===== config.mk =====
export PLATFORM = sky130hd
export DESIGN_NAME = bucketed_varlen_encoder_flat
export DESIGN_NICKNAME = d
export VERILOG_FILES = /design/src/design/bve_pkg.sv /design/src/design/bve_in_if.sv /design/src/design/bve_out_if.sv /design/src/design/bve_ctrl.sv /design/src/design/bve_datapath.sv /design/src/design/bucketed_varlen_encoder.sv /design/src/flat_wrapper.sv
export SDC_FILE = /design/constraint.sdc
export NUM_CORES = 2
export LEC_CHECK = 0
export ABC_AREA = 1
export BUFFER_PORTS_ARGS = -buffer_cell sky130_fd_sc_hd__buf_4
export CORE_MARGIN = 1
export CORE_UTILIZATION = 48
export DETAILED_ROUTE_END_ITERATION = 7
export MAX_ROUTING_LAYER = met4
export PLACE_DENSITY = 0.75
export SLEW_MARGIN = 10
export SYNTH_ARGS = -nofsm -noshare
export SYNTH_HDL_FRONTEND = slang
export SYNTH_SLANG_ARGS = --single-unit

===== constraint.sdc =====
create_clock -name i_clk -period 12.25 [get_ports i_clk]
set_input_delay 3.675 -clock i_clk [delete_from_list [all_inputs] [get_ports i_clk]]
set_output_delay 3.675 -clock i_clk [all_outputs]
set_load 0.03 [all_outputs]

===== src/design/bve_pkg.sv =====
// Shared types and constants of the bucketed variable-length encoder.
// No dependencies; every other design file but the macro header takes names from here.
package bve_pkg;

    // default parameter values
    localparam int DATA_WIDTH_DEF   = 64;
    localparam int OFFSET_WIDTH_DEF = 32;

    // fixed field widths
    localparam int VALUE_W   = 64;
    localparam int CODE_W    = 64;
    localparam int LEN_W     = 7;
    localparam int POS_W     = 32;
    localparam int CFG_W     = 64;
    localparam int CFG_IDX_W = 2;

    // longest codeword the output can carry
    localparam int CODE_MAX = 64;

    // configuration register indexes
    typedef enum logic [CFG_IDX_W-1:0] {
        CFG_CODING      = 2'd0,
        CFG_VALUE_WIDTH = 2'd1,
        CFG_SIGNED      = 2'd2,
        CFG_START       = 2'd3
    } t_cfg_idx;

    // element slice width codes
    typedef enum logic [1:0] {
        W8  = 2'd0,
        W16 = 2'd1,
        W32 = 2'd2,
        W64 = 2'd3
    } t_width;

    // controller states
    typedef enum logic [2:0] {
        S_IDLE,
        S_CHECK,
        S_STEP,
        S_FIN,
        S_EMIT
    } t_state;

    // controller to datapath
    typedef struct packed {
        logic load;
        logic set_raw;
        logic set_fail;
        logic step;
        logic latch_hit;
        logic finish;
        logic emit;
    } t_dp_cmd;

    // datapath to controller
    typedef struct packed {
        logic raw;
        logic too_big;
        logic hit;
        logic out_free;
    } t_dp_sts;

endpackage


===== src/design/bve_in_if.sv =====
// Input channel of the encoder: valid/ready handshake plus one element.
// Depends on bve_pkg for field widths.
interface bve_in_if;
    logic                        valid;
    logic                        ready;
    logic [bve_pkg::VALUE_W-1:0] value;
    logic                        last_in_vector;

    modport source (output valid, output value, output last_in_vector, input ready);
    modport sink   (input valid, input value, input last_in_vector, output ready);
endinterface


===== src/design/bve_out_if.sv =====
// Output channel of the encoder: valid/ready handshake plus one codeword.
// Depends on bve_pkg for field widths.
interface bve_out_if;
    logic                       valid;
    logic                       ready;
    logic [bve_pkg::CODE_W-1:0] codeword;
    logic [bve_pkg::LEN_W-1:0]  code_length;
    logic [bve_pkg::POS_W-1:0]  bit_position;
    logic                       end_of_vector;
    logic                       out_of_range;
    logic                       position_wrapped;

    modport source (output valid, output codeword, output code_length, output bit_position,
                    output end_of_vector, output out_of_range, output position_wrapped,
                    input ready);
    modport sink   (input valid, input codeword, input code_length, input bit_position,
                    input end_of_vector, input out_of_range, input position_wrapped,
                    output ready);
endinterface


===== src/design/bve_ctrl.sv =====
// Sequencing state machine of the encoder.
// Depends on bve_pkg for the state, command and status types.
module bve_ctrl (
    input  logic             i_clk,
    input  logic             i_rst_n,
    input  logic             i_in_valid,
    output logic             o_in_ready,
    input  bve_pkg::t_dp_sts i_sts,
    output bve_pkg::t_dp_cmd o_cmd
);

    bve_pkg::t_state r_state;
    bve_pkg::t_state n_state;

    always_ff @(posedge i_clk) begin
        if (!i_rst_n) begin
            r_state <= bve_pkg::S_IDLE;
        end else begin
            r_state <= n_state;
        end
    end

    // next state
    always_comb begin
        n_state = r_state;
        unique case (r_state)
            bve_pkg::S_IDLE: begin
                if (i_in_valid) begin
                    n_state = bve_pkg::S_CHECK;
                end
            end
            bve_pkg::S_CHECK: begin
                if (i_sts.raw || i_sts.too_big) begin
                    n_state = bve_pkg::S_EMIT;
                end else begin
                    n_state = bve_pkg::S_STEP;
                end
            end
            bve_pkg::S_STEP: begin
                if (i_sts.hit) begin
                    n_state = bve_pkg::S_FIN;
                end
            end
            bve_pkg::S_FIN: begin
                n_state = bve_pkg::S_EMIT;
            end
            bve_pkg::S_EMIT: begin
                if (i_sts.out_free) begin
                    n_state = bve_pkg::S_IDLE;
                end
            end
            default: begin
                n_state = bve_pkg::S_IDLE;
            end
        endcase
    end

    // outputs
    always_comb begin
        o_cmd      = '0;
        o_in_ready = 1'b0;
        unique case (r_state)
            bve_pkg::S_IDLE: begin
                o_in_ready = 1'b1;
                o_cmd.load = i_in_valid;
            end
            bve_pkg::S_CHECK: begin
                o_cmd.set_raw  = i_sts.raw;
                o_cmd.set_fail = !i_sts.raw && i_sts.too_big;
            end
            bve_pkg::S_STEP: begin
                o_cmd.latch_hit = i_sts.hit;
                o_cmd.step      = !i_sts.hit;
            end
            bve_pkg::S_FIN: begin
                o_cmd.finish = 1'b1;
            end
            bve_pkg::S_EMIT: begin
                o_cmd.emit = i_sts.out_free;
            end
            default: begin
                o_cmd = '0;
            end
        endcase
    end

endmodule


===== src/design/bve_datapath.sv =====
// Datapath of the encoder: configuration, bucket walk, position and output register.
// Depends on bve_pkg; driven by bve_ctrl through command and status structs.
module bve_datapath #(
    parameter int DATA_WIDTH   = bve_pkg::DATA_WIDTH_DEF,
    parameter int OFFSET_WIDTH = bve_pkg::OFFSET_WIDTH_DEF
) (
    input  logic                          i_clk,
    input  logic                          i_rst_n,
    input  bve_pkg::t_dp_cmd              i_cmd,
    output bve_pkg::t_dp_sts              o_sts,
    input  logic                          i_cfg_we,
    input  logic [bve_pkg::CFG_IDX_W-1:0] i_cfg_index,
    input  logic [bve_pkg::CFG_W-1:0]     i_cfg_data,
    input  logic [bve_pkg::VALUE_W-1:0]   i_value,
    input  logic                          i_last_in_vector,
    output logic                          o_out_valid,
    input  logic                          i_out_ready,
    output logic [bve_pkg::CODE_W-1:0]    o_codeword,
    output logic [bve_pkg::LEN_W-1:0]     o_code_length,
    output logic [bve_pkg::POS_W-1:0]     o_bit_position,
    output logic                          o_end_of_vector,
    output logic                          o_out_of_range,
    output logic                          o_position_wrapped
);

    localparam int DW    = DATA_WIDTH;
    localparam int OW    = OFFSET_WIDTH;
    localparam int KW    = $clog2(DATA_WIDTH);
    localparam int TOT_W = $clog2(2 * DATA_WIDTH) + 1;
    localparam int VW    = bve_pkg::VALUE_W;

    // configuration
    logic [DW-1:0]               r_coding;
    bve_pkg::t_width             r_vw;
    logic                        r_signed;
    logic [bve_pkg::POS_W-1:0]   r_start;

    // working registers
    logic [DW-1:0]               r_d;
    logic [DW-1:0]               r_rem;
    logic [KW-1:0]               r_shift;
    logic [KW-1:0]               r_k;
    logic                        r_t;
    logic                        r_last;
    logic [bve_pkg::CODE_W-1:0]  r_code;
    logic [bve_pkg::LEN_W-1:0]   r_len;
    logic                        r_oor;

    // stream state
    logic [OW-1:0]               r_bit_offset;
    logic                        r_at_start;

    // output register
    logic                        r_out_valid;
    logic [bve_pkg::CODE_W-1:0]  r_o_code;
    logic [bve_pkg::LEN_W-1:0]   r_o_len;
    logic [bve_pkg::POS_W-1:0]   r_o_pos;
    logic                        r_o_eov;
    logic                        r_o_oor;
    logic                        r_o_wrap;

    logic [VW-1:0]               slice;
    logic [VW-1:0]               zig;
    logic [DW-1:0]               mapped;
    logic [DW-1:0]               lowbit;
    logic                        is_last;
    logic                        fits;
    logic [KW-1:0]               k;
    logic [TOT_W-1:0]            total;
    logic [DW-1:0]               body;
    logic [bve_pkg::CODE_W-1:0]  fin_code;
    logic                        too_long;
    logic [OW-1:0]               pos;
    logic [OW:0]                 sum;

    // slice, sign-extend and zigzag
    always_comb begin
        unique case (r_vw)
            bve_pkg::W8: begin
                slice = {{(VW-8){r_signed & i_value[7]}}, i_value[7:0]};
            end
            bve_pkg::W16: begin
                slice = {{(VW-16){r_signed & i_value[15]}}, i_value[15:0]};
            end
            bve_pkg::W32: begin
                slice = {{(VW-32){r_signed & i_value[31]}}, i_value[31:0]};
            end
            bve_pkg::W64: begin
                slice = i_value;
            end
            default: begin
                slice = i_value;
            end
        endcase
        if (r_signed) begin
            zig = {slice[VW-2:0], 1'b0} ^ {VW{slice[VW-1]}};
        end else begin
            zig = slice;
        end
        mapped = zig[DW-1:0];
    end

    // one bucket: lowest set bit of what is left of the coding
    always_comb begin
        lowbit  = r_rem & (~r_rem + DW'(1));
        is_last = (lowbit == r_rem);
        fits    = (r_d < lowbit);
        k       = '0;
        for (int i = 0; i < DW; i++) begin
            if (lowbit[i]) begin
                k = k | KW'(i);
            end
        end
    end

    // final code assembly from latched bucket
    always_comb begin
        total    = TOT_W'(r_k) + TOT_W'(r_shift) + TOT_W'(r_t);
        body     = (r_d << r_t) | DW'(r_t);
        fin_code = bve_pkg::CODE_W'(body) << r_shift;
        too_long = (total > TOT_W'(bve_pkg::CODE_MAX));
    end

    // stream position
    always_comb begin
        pos = r_at_start ? OW'(r_start) : r_bit_offset;
        sum = {1'b0, pos} + (OW + 1)'(r_len);
    end

    always_comb begin
        o_sts.raw      = (r_rem == '0);
        o_sts.too_big  = (r_d >= r_rem);
        o_sts.hit      = fits || is_last;
        o_sts.out_free = !r_out_valid || i_out_ready;
    end

    // control state and configuration
    always_ff @(posedge i_clk) begin
        if (!i_rst_n) begin
            r_coding     <= '0;
            r_vw         <= bve_pkg::W64;
            r_signed     <= 1'b0;
            r_start      <= '0;
            r_bit_offset <= '0;
            r_at_start   <= 1'b1;
            r_out_valid  <= 1'b0;
        end else begin
            if (i_cfg_we) begin
                unique case (bve_pkg::t_cfg_idx'(i_cfg_index))
                    bve_pkg::CFG_CODING:      r_coding <= i_cfg_data[DW-1:0];
                    bve_pkg::CFG_VALUE_WIDTH: r_vw     <= bve_pkg::t_width'(i_cfg_data[1:0]);
                    bve_pkg::CFG_SIGNED:      r_signed <= i_cfg_data[0];
                    bve_pkg::CFG_START:       r_start  <= i_cfg_data[bve_pkg::POS_W-1:0];
                    default:                  r_signed <= r_signed;
                endcase
            end
            if (i_cmd.emit) begin
                r_bit_offset <= sum[OW-1:0];
                r_at_start   <= r_last;
                r_out_valid  <= 1'b1;
            end else if (i_out_ready) begin
                r_out_valid  <= 1'b0;
            end
        end
    end

    // payload
    always_ff @(posedge i_clk) begin
        if (i_cmd.load) begin
            r_d     <= mapped;
            r_rem   <= r_coding;
            r_shift <= '0;
            r_last  <= i_last_in_vector;
        end
        if (i_cmd.step) begin
            r_d     <= r_d - lowbit;
            r_rem   <= r_rem ^ lowbit;
            r_shift <= r_shift + KW'(1);
        end
        if (i_cmd.latch_hit) begin
            r_k <= k;
            r_t <= fits && !is_last;
        end
        if (i_cmd.set_raw) begin
            r_code <= bve_pkg::CODE_W'(r_d);
            r_len  <= bve_pkg::LEN_W'(DW);
            r_oor  <= 1'b0;
        end
        if (i_cmd.set_fail || (i_cmd.finish && too_long)) begin
            r_code <= '0;
            r_len  <= '0;
            r_oor  <= 1'b1;
        end else if (i_cmd.finish) begin
            r_code <= fin_code;
            r_len  <= bve_pkg::LEN_W'(total);
            r_oor  <= 1'b0;
        end
        if (i_cmd.emit) begin
            r_o_code <= r_code;
            r_o_len  <= r_len;
            r_o_pos  <= bve_pkg::POS_W'(pos);
            r_o_eov  <= r_last;
            r_o_oor  <= r_oor;
            r_o_wrap <= sum[OW];
        end
    end

    assign o_out_valid        = r_out_valid;
    assign o_codeword         = r_o_code;
    assign o_code_length      = r_o_len;
    assign o_bit_position     = r_o_pos;
    assign o_end_of_vector    = r_o_eov;
    assign o_out_of_range     = r_o_oor;
    assign o_position_wrapped = r_o_wrap;

endmodule


===== src/design/bucketed_varlen_encoder.sv =====
// Timing: an item passes IDLE, CHECK, then STEP once per bucket walked (1 up to the set bits
// of coding), FIN and EMIT before its result is registered; raw coding and too-large values go
// from CHECK straight to EMIT. One item is taken at a time; the bucket loop visits one coding bit
// per cycle through a single lowest-set-bit unit, and EMIT waits for a free output register.
// Reset: synchronous, active low; config to reset values, position 0, vector start set,
// output register empty. No memories, so no clearing pass.
module bucketed_varlen_encoder #(
    parameter int DATA_WIDTH   = bve_pkg::DATA_WIDTH_DEF,
    parameter int OFFSET_WIDTH = bve_pkg::OFFSET_WIDTH_DEF
) (
    input  logic                          i_clk,
    input  logic                          i_rst_n,
    bve_in_if.sink                        i_in,
    bve_out_if.source                     o_out,
    input  logic                          i_cfg_we,
    input  logic [bve_pkg::CFG_IDX_W-1:0] i_cfg_index,
    input  logic [bve_pkg::CFG_W-1:0]     i_cfg_data
);

    // Flow of one item:
    //   IDLE  - ready high; the element is sliced, sign-extended and zigzagged on entry
    //   CHECK - coding of zero gives the raw word; a value at or above coding is flagged
    //   STEP  - one bucket a cycle: take the lowest set coding bit, stop if the value
    //           fits or it is the final bucket, else subtract the bucket and count a skip
    //   FIN   - shift the body (value plus marker) by the skip count, check length <= 64
    //   EMIT  - wait for a free output register, then place the item and advance position
    // The output register decouples the sides: the next item is taken while a result waits.

    bve_pkg::t_dp_cmd cmd;
    bve_pkg::t_dp_sts sts;
    logic             in_ready;

    bve_ctrl u_ctrl (
        .i_clk      (i_clk),
        .i_rst_n    (i_rst_n),
        .i_in_valid (i_in.valid),
        .o_in_ready (in_ready),
        .i_sts      (sts),
        .o_cmd      (cmd)
    );

    bve_datapath #(
        .DATA_WIDTH   (DATA_WIDTH),
        .OFFSET_WIDTH (OFFSET_WIDTH)
    ) u_dp (
        .i_clk              (i_clk),
        .i_rst_n            (i_rst_n),
        .i_cmd              (cmd),
        .o_sts              (sts),
        .i_cfg_we           (i_cfg_we),
        .i_cfg_index        (i_cfg_index),
        .i_cfg_data         (i_cfg_data),
        .i_value            (i_in.value),
        .i_last_in_vector   (i_in.last_in_vector),
        .o_out_valid        (o_out.valid),
        .i_out_ready        (o_out.ready),
        .o_codeword         (o_out.codeword),
        .o_code_length      (o_out.code_length),
        .o_bit_position     (o_out.bit_position),
        .o_end_of_vector    (o_out.end_of_vector),
        .o_out_of_range     (o_out.out_of_range),
        .o_position_wrapped (o_out.position_wrapped)
    );

    // ready only in IDLE: one item in flight at a time
    assign i_in.ready = in_ready;

endmodule


===== src/flat_wrapper.sv =====
// flat-port wrapper written by rule: the top's interface ports become plain ports
module bucketed_varlen_encoder_flat 
#(
    parameter int DATA_WIDTH   = bve_pkg::DATA_WIDTH_DEF,
    parameter int OFFSET_WIDTH = bve_pkg::OFFSET_WIDTH_DEF
)
  (i_clk, i_rst_n, i_cfg_we, i_cfg_index, i_cfg_data, i_in_valid, i_in_value, i_in_last_in_vector, i_in_ready, o_out_valid, o_out_codeword, o_out_code_length, o_out_bit_position, o_out_end_of_vector, o_out_out_of_range, o_out_position_wrapped, o_out_ready);
  bve_in_if i_in_i ();
  bve_out_if o_out_i ();
  input  logic i_clk;
  input  logic i_rst_n;
  input  logic i_cfg_we;
  input  logic [bve_pkg::CFG_IDX_W-1:0] i_cfg_index;
  input  logic [bve_pkg::CFG_W-1:0] i_cfg_data;
  input wire logic [$bits(i_in_i.valid)-1:0] i_in_valid;
  input wire logic [$bits(i_in_i.value)-1:0] i_in_value;
  input wire logic [$bits(i_in_i.last_in_vector)-1:0] i_in_last_in_vector;
  output wire logic [$bits(i_in_i.ready)-1:0] i_in_ready;
  output wire logic [$bits(o_out_i.valid)-1:0] o_out_valid;
  output wire logic [$bits(o_out_i.codeword)-1:0] o_out_codeword;
  output wire logic [$bits(o_out_i.code_length)-1:0] o_out_code_length;
  output wire logic [$bits(o_out_i.bit_position)-1:0] o_out_bit_position;
  output wire logic [$bits(o_out_i.end_of_vector)-1:0] o_out_end_of_vector;
  output wire logic [$bits(o_out_i.out_of_range)-1:0] o_out_out_of_range;
  output wire logic [$bits(o_out_i.position_wrapped)-1:0] o_out_position_wrapped;
  input wire logic [$bits(o_out_i.ready)-1:0] o_out_ready;
  assign i_in_i.valid = i_in_valid;
  assign i_in_i.value = i_in_value;
  assign i_in_i.last_in_vector = i_in_last_in_vector;
  assign i_in_ready = i_in_i.ready;
  assign o_out_valid = o_out_i.valid;
  assign o_out_codeword = o_out_i.codeword;
  assign o_out_code_length = o_out_i.code_length;
  assign o_out_bit_position = o_out_i.bit_position;
  assign o_out_end_of_vector = o_out_i.end_of_vector;
  assign o_out_out_of_range = o_out_i.out_of_range;
  assign o_out_position_wrapped = o_out_i.position_wrapped;
  assign o_out_i.ready = o_out_ready;
  bucketed_varlen_encoder #(.DATA_WIDTH(DATA_WIDTH), .OFFSET_WIDTH(OFFSET_WIDTH)) u_core (.i_clk(i_clk), .i_rst_n(i_rst_n), .i_in(i_in_i), .o_out(o_out_i), .i_cfg_we(i_cfg_we), .i_cfg_index(i_cfg_index), .i_cfg_data(i_cfg_data));
endmodule

======== Yosys cells after proc, flatten, opt, wreduce, memory -nomap -nowiden ========
Index checks and enable logic that the tools add are counted.
storage, ports and cells
  bits in registers ....................... 456
  input port bits ......................... 136
  output and inout port bits .............. 108
  logic and storage cells ................. 216
cells by class
  add/subtract/negate cells ............... 6
  $lt $le $gt $ge ......................... 3
  equality and inequality tests ........... 21
  shifts and indexed selects .............. 2
  multiplexer cells ....................... 121
  bitwise operators ....................... 8
  reductions and logical operators ........ 27
operators with widths
  kind                                                             count
  64-bit two-way mux                                               13
  32-bit two-way mux                                               8
  64-bit one-hot mux with 4 select lines                           1
  6-bit two-way mux                                                26
  64-bit XOR                                                       2
  5-bit two-way mux                                                16
  64-bit by 1-bit adder with 64-bit output, second input constant  1
  64-bit AND                                                       1
  64-bit equality test                                             1
  64-bit greater-or-equal comparator                               1
  64-bit zero test                                                 1
  64-bit < comparator                                              1
  64-bit NOT                                                       1
  64-bit by 1-bit OR with 64-bit output                            1
  64-bit by 1-bit << shifter with 64-bit output                    1
  64-bit by 6-bit << shifter with 64-bit output                    1
  64-bit subtractor                                                1
  3-bit two-way mux                                                12
  32-bit by 7-bit adder with 33-bit output                         1
  4-bit two-way mux                                                8
  32-bit OR reduction                                              1
  1-bit two-way mux                                                22
  2-bit two-way mux                                                11
  7-bit two-way mux                                                3
  27 further kinds                                                 53

======== Depth between registers and ports, before layout ========
  depth in word-level cells ............... 62
  depth in mapped cells ................... 25
  depth with buffers taken out ............ 23

======== Modules after synthesis ========
A second synthesis with hierarchy kept.
unflattened totals
  cell total of the unflattened synthesis .. 4969
  area, all modules ....................... 33158.1 µm²
by module, submodules not included
  module        times used  cells each  area an instance (µm²)  sequential area each (µm²)
  bve_datapath  1           4931        32939.1                 11551.1
  bve_ctrl      1           38          219.0                   60.1

======== Worst setup path after synthesis ========
OpenSTA, ideal clock, no wires.
  path kind ............................... input to register
  start point ............................. input i_in_valid
  end point ............................... register u_core.u_dp.r_d[0], enable pin
  setup time .............................. 0.643 ns
  arrival ................................. 9.624 ns
  required time ........................... 11.607 ns
  path slack .............................. 1.983 ns
  stages on the path ...................... 2
  path through ............................ inv_1 > o21ai_1
on the way
  cells in the longest elaborated chain, start to end .. 2
RTL lines
  item                                 RTL line             source
  from (decl)                          flat_wrapper.sv:15   input wire logic [$bits(i_in_i.valid)-1:0] i_in_valid;
  1-bit two-way mux                    bve_ctrl.sv:62       unique case (r_state)
  2-bit nonzero test (no source line)  --
  to (signal assigned)                 bve_datapath.sv:170  r_d <= mapped;
  to (signal assigned)                 bve_datapath.sv:176  r_d <= r_d - lowbit;
  to (decl)                            bve_datapath.sv:39   logic [DW-1:0] r_d;
Every way passes these cells.
A chain may end at the register's enable or synchronous reset.

======== Worst setup path in the final report ========
  start point ............................. input i_in_value[15]
  end point ............................... register u_core.u_dp.r_d[61], data pin
on the way
  cells in the longest elaborated chain, start to end .. 6
RTL lines
  item                                      RTL line             source
  from (decl)                               flat_wrapper.sv:16   input wire logic [$bits(i_in_i.value)-1:0] i_in_value;
  1-bit AND *                               bve_datapath.sv:83   slice = {{(VW-16){r_signed & i_value[15]}}, i_value[15:0]};
  64-bit one-hot mux with 4 select lines *  bve_datapath.sv:78   unique case (r_vw)
  64-bit XOR                                bve_datapath.sv:96   zig = {slice[VW-2:0], 1'b0} ^ {VW{slice[VW-1]}};
  64-bit two-way mux *                      bve_datapath.sv:95   if (r_signed) begin
  64-bit two-way mux *                      bve_datapath.sv:169  if (i_cmd.load) begin
  64-bit two-way mux *                      bve_datapath.sv:175  if (i_cmd.step) begin
Mark *: on every way between the ends. The rest lies on a longest branch, timed or not. The select of a mux whose other input is x is not followed.

==> impl_metrics.env <==
export IMPL_status="finished clean"
export IMPL_root_buffer_cell="sky130_fd_sc_hd__clkbuf_16"
export IMPL_power_per_cell_area_nw_per_um2=280.6
export IMPL_areaGrowthSynthToFinish_pct=11.89
export IMPL_post_synthesis_cell_type_count=44
export IMPL_synth_edff_count=248
export IMPL_relSlewSlack=0.1846
export IMPL_cpMostUsedCell="sky130_fd_sc_hd__nand2_1"
export IMPL_critical_path_startpoint_type="input pin"
export IMPL_ctsLongestPathBuffers=3
export IMPL_critical_path_reg2reg_endpoint="u_core.u_dp.r_d[45]"
export IMPL_drc=0
export IMPL_antenna_found_initial=21
export IMPL_synth_warning_count=0
export IMPL_global_route_wire_length_before_repair_um=234300
export IMPL_avgSynthCellArea_um2=6.593
export IMPL_worst_path_max_fanout=27
export IMPL_hold_violations=0
export IMPL_grt_usage=0.4463
export IMPL_die_area_um2=72690
export IMPL_crit_arrival_ns=7.99
export IMPL_average_vias_per_placed_instance=6.234
export IMPL_timing_final_setup_violations=0
export IMPL_core_area_um2=70390
export IMPL_power_static_leakage_uw=0.01737
export IMPL_criticalPathCategory="in2reg"
export IMPL_regToRegSetupSlack_ns=5.12
export IMPL_critical_path_sink_type="flop"
export IMPL_cts_hold_buf=0
export IMPL_synth_async_reset_ratio=0
export IMPL_clock_insertion_delay_worst_skew_ns=0.62
export IMPL_setup_tns_final_ns=0
export IMPL_wp_data_required_ns=12.60
export IMPL_vias=39145
export IMPL_gp_congestion=1.099
export IMPL_multiInputGateArea_um2=19670
export IMPL_hold_path_cell_count=0
export IMPL_ant_nets=0
export IMPL_chipWidth_um=269.6
export IMPL_grt_setup_unrepaired="false"
export IMPL_period_minus_slack_ns=7.648
export IMPL_routed_wl_um=163100
export IMPL_layout_cell_share_with_drive_strength_beyond_1=0.08304
export IMPL_vdd_drop_max_mv=0.2515
export IMPL_most_common_layout_cells="sky130_fd_sc_hd__nand2_1, sky130_fd_sc_hd__nand3_1, sky130_fd_sc_hd__inv_1"
export IMPL_crit_end="u_core.u_dp.r_d[61]"
export IMPL_area_sequential_um2=11610
export IMPL_postCtsResizedCells=0
export IMPL_dpl_hpwl_um=126300
export IMPL_synth_fp_nets=5494
export IMPL_fp_dieH_um=269.6
export IMPL_synth_cells=5214
export IMPL_number_of_violations_of_the_max_capacitance_limit=0
export IMPL_finalCritPeriodShare=0.6243
export IMPL_detailedRoute_firstIterationViolations=5871
export IMPL_worst_pin_slew_ns=1.214
export IMPL_cts_sinks=456
export IMPL_layout_cells_most_common="sky130_fd_sc_hd__nand2_1"
export IMPL_hold_class="reg2reg"
export IMPL_finalCoreUtilization=0.5464
export IMPL_worstPathCellList="buf_4, nand2_1, a21oi_1, inv_1, nand2_1, inv_1, nand2_1, nand2_1, clkinv_1, nand2_1, o221ai_1, nand2_1, nand2_1"
export IMPL_post_drt_wl_per_cell_um=25.98
export IMPL_drv_slew=0
export IMPL_depth_of_the_worst_register_to_register_path=20
export IMPL_number_of_buffers_created_by_cts=48
export IMPL_cts_htree_levels=2
export IMPL_ys_flop_type="sky130_fd_sc_hd__edfxtp_1"
export IMPL_worst_slack_ns=4.602
export IMPL_placedCellCount=6175
export IMPL_number_of_non_filler_instances_in_the_completed_layout=6279
export IMPL_report_power_total_uw=10790
export IMPL_synthesis_area_um2=34380
export IMPL_skew_ns=0.03339
export IMPL_clock_tree_from_tritoncts="built"
export IMPL_floorplan_initialDensity=0.4884
export IMPL_grt_overflow_total=0
export IMPL_rows=97
export IMPL_worst_path_max_delay_cell="sky130_fd_sc_hd__nand2_1"
export IMPL_placement_setup_worst_slack_ns=4.270
export IMPL_number_of_fill_cells=6974
export IMPL_vias_in_the_first_global_route=35422
export IMPL_total_of_buffers_placed_on_input_and_output_ports=243
export IMPL_largest_net_degree_at_the_start_of_global_routing=135
export IMPL_path_clk_slew_ns=0.06
export IMPL_ys_seq_elements=456
export IMPL_post_cts_setup_buffers=0
export IMPL_setup_worst_path_start="i_in_value[15]"
export IMPL_maxClockFrequency_mhz=130.8
export IMPL_crit_reg2reg_launch="u_core.u_dp.r_rem[4]"
export IMPL_top_level_ports=244
export IMPL_net_count_reported_at_finish=5565
export IMPL_synth_sequential_area_ratio=0.3378
export IMPL_drt_pass1_iter_count=6
export IMPL_critPathMaxStageDelay_ns=0.85
## final cells by class
| class | count | area share |
|---|---|---|
| tap | 940 | 0.03058 |
| timing repair buffer | 286 | 0.05647 |
| sequential | 456 | 0.3019 |
| clock inverter | 26 | 0.009889 |
| inverter | 567 | 0.05540 |
| antenna | 16 | 0.001041 |
| multi-input combinational | 3926 | 0.5114 |
| clock buffer | 62 | 0.03337 |
## cell usage after synthesis (all sizes together) (8+ instances only)
master / count / area share
a21oi: 332 / 0.048
a31oi: 8 / 0.0015
buf: 71 / 0.0096
clkbuf: 194 / 0.021
dfxtp: 208 / 0.12
edfxtp: 248 / 0.22
ha: 140 / 0.051
inv: 562 / 0.061
nand2: 1356 / 0.15
nand3: 698 / 0.10
nand4: 178 / 0.032
nor2: 496 / 0.056
nor3: 56 / 0.0083
nor4: 20 / 0.0036
o211ai: 22 / 0.0048
o21a: 9 / 0.0020
o21ai: 361 / 0.053
o21bai: 8 / 0.0017
o221ai: 36 / 0.0092
o22ai: 12 / 0.0022
o311ai: 65 / 0.017
or2: 48 / 0.0087
xor2: 47 / 0.012
## cells by family after synthesis
family          synth area share
compound gates            0.1415
xor+xnor                 0.01350
fa+ha+maj                0.05328
buf+inv                  0.09274
flops                     0.3378
simple gates              0.3612
## worst max-delay path: cells and delay by family
| kind | cells | cell delay, ns |
|---|---|---|
| buffers and inverters | 4 | 1.72 |
| and+or+nand+nor | 7 | 2.35 |
| AOI/OAI and AO/OA | 2 | 0.23 |
## sequential cells by signal, summed over array words and instances, names as in the netlist, 2 cells and up
signal                      cells
u_core.u_dp.r_d                64
u_core.u_dp.r_coding           64
u_core.u_dp.o_bit_position     32
u_core.u_dp.o_code_length       7
u_core.u_dp.o_codeword         64
u_core.u_dp.r_k                 6
u_core.u_dp.r_bit_offset       32
u_core.u_dp.r_code             64
u_core.u_dp.r_start            32
u_core.u_dp.r_len               7
u_core.u_dp.r_vw                2
u_core.u_ctrl.r_state           3
u_core.u_dp.r_rem              64
u_core.u_dp.r_shift             6
## per-stage QoR
stage          hold slack (ns)  area, µm²
2_1_floorplan           0.4033      34380
3_3_place_gp            0.4081      36760
3_5_place_dp            0.4096      36760
4_1_cts                 0.4199      38420
5_1_grt                 0.4365      38440
6_report                0.4233      38460
## power by group
part           switching (µW)  leakage [µW]  internal (µW)
logic                    4400        0.0125           1710
registers                 922       0.00407           2210
clock network             654      0.000795            900
## worst min-delay path by stage
| stage | start | end | slack, ns |
|---|---|---|---|
| floorplan | u_core.u_dp.r_code[0] | u_core.u_dp.o_codeword[0] | 0.40 |
| global placement | u_core.u_dp.r_code[8] | u_core.u_dp.o_codeword[8] | 0.41 |
| detailed placement | u_core.u_dp.r_code[53] | u_core.u_dp.o_codeword[53] | 0.41 |
| CTS | u_core.u_dp.r_code[35] | u_core.u_dp.o_codeword[35] | 0.42 |
| global route | u_core.u_dp.r_code[50] | u_core.u_dp.o_codeword[50] | 0.44 |
| finish | u_core.u_dp.r_code[35] | u_core.u_dp.o_codeword[35] | 0.42 |
## layer usage
metal | track usage | vias up | wire, µm
met4 | 0.2028 | 0 | 8405
met5 | - | - | 0
met3 | 0.1010 | 407 | 19330
met2 | 0.6369 | 2612 | 68120
li1 | - | 17817 | -
met1 | 0.5982 | 18309 | 67280
Power figures use the tool's default switching activity.
